File: config.mk
export PLATFORM = sky130hd
export DESIGN_NAME = olt_cell
export DESIGN_NICKNAME = d
export VERILOG_FILES = /design/src/rtl/olt_pkg.sv /design/src/rtl/olt_cell.sv
export SDC_FILE = /design/constraint.sdc
export NUM_CORES = 1
export LEC_CHECK = 0
export BUFFER_PORTS_ARGS = -buffer_cell sky130_fd_sc_hd__buf_2
export CAP_MARGIN = 20
export CORE_MARGIN = 4
export CORE_UTILIZATION = 44
export DETAILED_ROUTE_END_ITERATION = 7
export GPL_ROUTABILITY_DRIVEN = 0
export PLACE_DENSITY = 0.84
export SLEW_MARGIN = 40
export SYNTH_ARGS = -nofsm -noshare
export SYNTH_HDL_FRONTEND = slang
export SYNTH_SLANG_ARGS = --single-unit
File: constraint.sdc
create_clock -name clk -period 2.98 [get_ports clk]
set_input_delay 0 -clock clk [delete_from_list [all_inputs] [get_ports clk]]
set_output_delay 0 -clock clk [all_outputs]
set_load 0.1 [all_outputs]
File: src/rtl/olt_pkg.sv
package olt_pkg;

  // Default number of list entries.
  localparam int DEPTH_DEF = 32;

  // Fixed field widths of the command and result channels.
  localparam int OP_W    = 4;
  localparam int POS_W   = 6;
  localparam int VALUE_W = 32;
  localparam int CNT_W   = 6;
  localparam int CAP_W   = 6;

  // Capacity register value after reset.
  localparam logic [CAP_W-1:0] CAP_RESET = CAP_W'(32);

  // Index and count width carried to the cells; covers lists of up to 511 entries.
  localparam int CELL_IW = 9;

  // Command codes on the input channel.
  typedef enum logic [OP_W-1:0] {
    OP_INS_FRONT = 4'd0,
    OP_INS_BACK  = 4'd1,
    OP_INS_AT    = 4'd2,
    OP_REM_FRONT = 4'd3,
    OP_REM_BACK  = 4'd4,
    OP_REM_AT    = 4'd5,
    OP_SEARCH    = 4'd6,
    OP_SELECT    = 4'd7,
    OP_REPLACE   = 4'd8
  } op_t;

  // Operation that every cell carries out.
  typedef enum logic [2:0] {
    CELL_HOLD,
    CELL_INS,
    CELL_REM,
    CELL_PUT,
    CELL_FIND,
    CELL_PICK
  } cell_cmd_t;

  // Control broadcast from the sequencer to the row of cells.
  typedef struct packed {
    cell_cmd_t          cmd;
    logic [CELL_IW-1:0] idx;
    logic [CELL_IW-1:0] cnt;
    logic [VALUE_W-1:0] value;
  } cell_ctl_t;

endpackage

File: src/rtl/olt_cell.sv
module olt_cell #(
  parameter int IDX = 0
) (
  input  logic                         clk,
  input  olt_pkg::cell_ctl_t           ctl,
  input  logic [olt_pkg::VALUE_W-1:0]  lower_data,
  input  logic [olt_pkg::VALUE_W-1:0]  upper_data,
  output logic [olt_pkg::VALUE_W-1:0]  data,
  output logic                         hit,
  output logic [olt_pkg::VALUE_W-1:0]  pick
);

  localparam logic [olt_pkg::CELL_IW-1:0] MyIdx = olt_pkg::CELL_IW'(IDX);

  logic [olt_pkg::VALUE_W-1:0] data_r, data_nxt;
  logic                        hit_r, hit_nxt;
  logic [olt_pkg::VALUE_W-1:0] pick_r, pick_nxt;

  // Next entry value: shift from a neighbor, take the broadcast word, or hold.
  // The match flag and the picked word hold until the next compare or pick, so a
  // result that waits for the output register still sees them.
  always_comb begin
    data_nxt = data_r;
    hit_nxt  = hit_r;
    pick_nxt = pick_r;
    case (ctl.cmd)
      olt_pkg::CELL_INS: begin
        if (MyIdx > ctl.idx) begin
          data_nxt = lower_data;
        end else if (MyIdx == ctl.idx) begin
          data_nxt = ctl.value;
        end
      end
      olt_pkg::CELL_REM: begin
        if (MyIdx >= ctl.idx) begin
          data_nxt = upper_data;
        end
      end
      olt_pkg::CELL_PUT: begin
        if (MyIdx == ctl.idx) begin
          data_nxt = ctl.value;
        end
      end
      olt_pkg::CELL_FIND: begin
        hit_nxt = (MyIdx < ctl.cnt) && (data_r == ctl.value);
      end
      olt_pkg::CELL_PICK: begin
        pick_nxt = (MyIdx == ctl.idx) ? data_r : '0;
      end
      default: begin
        data_nxt = data_r;
      end
    endcase
  end

  // Entry and per-cell result registers; the entry needs no reset.
  always_ff @(posedge clk) begin
    data_r <= data_nxt;
    hit_r  <= hit_nxt;
    pick_r <= pick_nxt;
  end

  assign data = data_r;
  assign hit  = hit_r;
  assign pick = pick_r;

endmodule

==> results.ini <==
[pwr]
pwr_density_cell_nw_per_um2 = 484
switching_share = 0.304
netSwitchingPower_w = 0.000624
p_leak_nw = 1.87
pwr-share-seq = 0.516
clockPowerShare = 0.299
p_int_w = 0.00143
ir_worst_vdd_mv = 0.264
pwr-share-comb = 0.185

[place]
post_dp_cell_area_um2 = 4060
dp_hpwl_mm = 6.46
portBuffers = 150
dp.cells = 535

[detailed_routing]
drc = 0
vias_per_cell = 4.97
via_count = 2750
ant_nets = 0
drt-total-wl_mm = 8.87
drt_iter0_drc = 121
dr.pass1.iters = 5
wl_per_cell_um = 16.0

[run]
drv_cap = 0

[finish]
final_layout_size_suffix_gt1_frac = 0.377
seq_area_um2 = 1950
multi_input_area_um2 = 1210
finish.net_count = 567
utilization = 0.587
final_cell_mix = buf_2 (150), edfxtp_1 (65), nand2_1 (64)
stdcell_area_um2 = 4240
area_delta_synth_final_pct = 30.8
fill_cells = 643
final_cells = 553
antenna_cells = 0
final_common_cell = buf_2

[synth]
yosysWarnings = 0
synthAdderAreaFrac = 0
synth_compound_area_frac = 0.0633
syn_area_per_cell_um2 = 10.8
post-synth-top-area-cell = edfxtp_1
ys_ff_latch = 65
synth_top_family_by_area = simple AND/OR/NAND/NOR gates
synth_top_area_frac = 0.603
yosysSeqAreaShare = 0.603
synth_xor_area_frac = 0.0865
syn_inst = 299
synthMuxAreaShare = 0
ys_top_cells_by_area = edfxtp_1 (60%), nand2_1 (7.4%), xor2_1 (6.5%)
yosys.area_share.simple = 0.219
synth_fp_nets = 417
synth_cell_type_count = 21
synth_area_um2 = 3240

[floorplan]
initial_core_util = 0.449
dieHeight_um = 93.8
core_region_area_um2 = 7210
ios = 183
row_count = 31
dieArea_um2 = 8800
die_x_um = 93.8

[global_routing]
antenna_found_initial = 0
grt_use_met3 = 0.0465
top_usage_layer = met2
grt_max_degree = 65
grt_pass1_vias = 2684
use_met1 = 0.246
grtUsageTotal = 0.198
grt-ovfl-total = 0
grt_util_met2 = 0.346
grt_pass1_wl_mm = 13.3

[cts]
cts_tree = built
clock_latency_ps = 320
clock_path_buffers = 2
cts_max_level = 3
clockRootBuffer = clkbuf_8
cts_setup_buffers = 0
numClockSinks = 65
numCtsBuffers = 9
clk_pin_slew_ps = 70

[critical_path]
worstPathMaxFanout = 46
r2r_cells = 4
worstReg2RegEnd = hit$_DFFE_PN_
cp-end-kind = flip-flop
worstSetupPathType = in -> reg
rr_startpoint = data[20]$_DFFE_PP_
cp.required_ps = 3020
crit_arrival_ps = 1940
r2r_setup_slack_ps = 1430
start_kind = input port
setup.worst_path.end = data[6]$_DFFE_PP_
cp-startpoint = ctl[50]

[timing]
hold_viol_final = 0
setup_violations = 0
setup_tns_ps = 0
slew_viol_final = 0
fin_crit_sh = 0.638
relSlewSlack = 0.613
rsz0062_at_grt = no
whs_ps = 24.7
max_freq_mhz = 526
worst_pin_slew_ps = 581
skew_ps = 10.7
period_needed_ps = 1900

[outcome]
outcome = finished, final reports clean

[min_path]
hold_class = in -> reg

## cell type report
type                            instances  area share
Sequential cell                        65       0.461
Clock buffer                           11      0.0310
Tap cell                               99      0.0292
Multi-Input combinational cell        217       0.285
Clock inverter                          5     0.00531
Timing Repair Buffer                  156       0.189
## synth_stat cells, drive strengths merged
master and count:
and3 1, buf 5, or3b 1, nand2 64
and2 32, nor4 9, nor3 2, nand4 3
xor2 24, edfxtp 65, nand3 3, and3b 1
nor2 35, clkbuf 12, xnor2 8, a21oi 1
a31oi 32, nor3b 1
## worst max-delay path, cell delays in order
cell           delay [ps]
dlygate4sd3_1         540
buf_2                 140
or3b_2                640
buf_4                 350
nor2_1                170
a31oi_1                60
## metrics by stage
step / setup WS, ps / total power, W
global route: 1010 / 0.00213
detailed placement: 1180 / 0.00146
global placement: 1200 / 0.00145
CTS: 1110 / 0.00206
finish: 1080 / 0.00205
floorplan: 403 / 0.00134
## power by group through the flow
stage,clock [W],combinational [W],sequential (W)
after floorplan,0,0.0000806,0.00126
after global placement,0,0.000370,0.00108
after detailed placement,0,0.000377,0.00108
after CTS,0.000623,0.000380,0.00106
after global routing,0.000668,0.000399,0.00106
final,0.000613,0.000378,0.00106
## flip-flops by register name, summed over array words and instances, names as in the netlist
name  flops
pick     32
data     32
hit       1
## logic make-up after synthesis
group / count (synthesis)
AND/OR/NAND/NOR: 152
flip-flops: 65
buffers and inverters: 17
XOR/XNOR: 32
AO/OA/AOI/OAI: 33
## worst min path at each step
stage	startpoint	endpoint	cells past startpoint
floorplan	ctl[51]	hit$_DFFE_PN_	1
global placement	ctl[50]	hit$_DFFE_PN_	2
detailed placement	ctl[50]	hit$_DFFE_PN_	2
CTS	upper_data[13]	data[13]$_DFFE_PP_	3
global route	upper_data[21]	data[21]$_DFFE_PP_	3
finish	upper_data[8]	data[8]$_DFFE_PP_	3
## layer usage
metal	up-vias	wire, µm
li1	1348	-
met1	1286	3670
met2	109	4560
met3	7	583
met4	0	57
met5	-	0
## timing repair
action | 4_1_cts | 5_1_grt
hold buffers | 2 | 0
setup endpoints to repair | 0 | 0
hold endpoints to repair | 1 | 0
gates resized for setup | 0 | 0
Note: power is estimated with default switching activity, not from simulation.
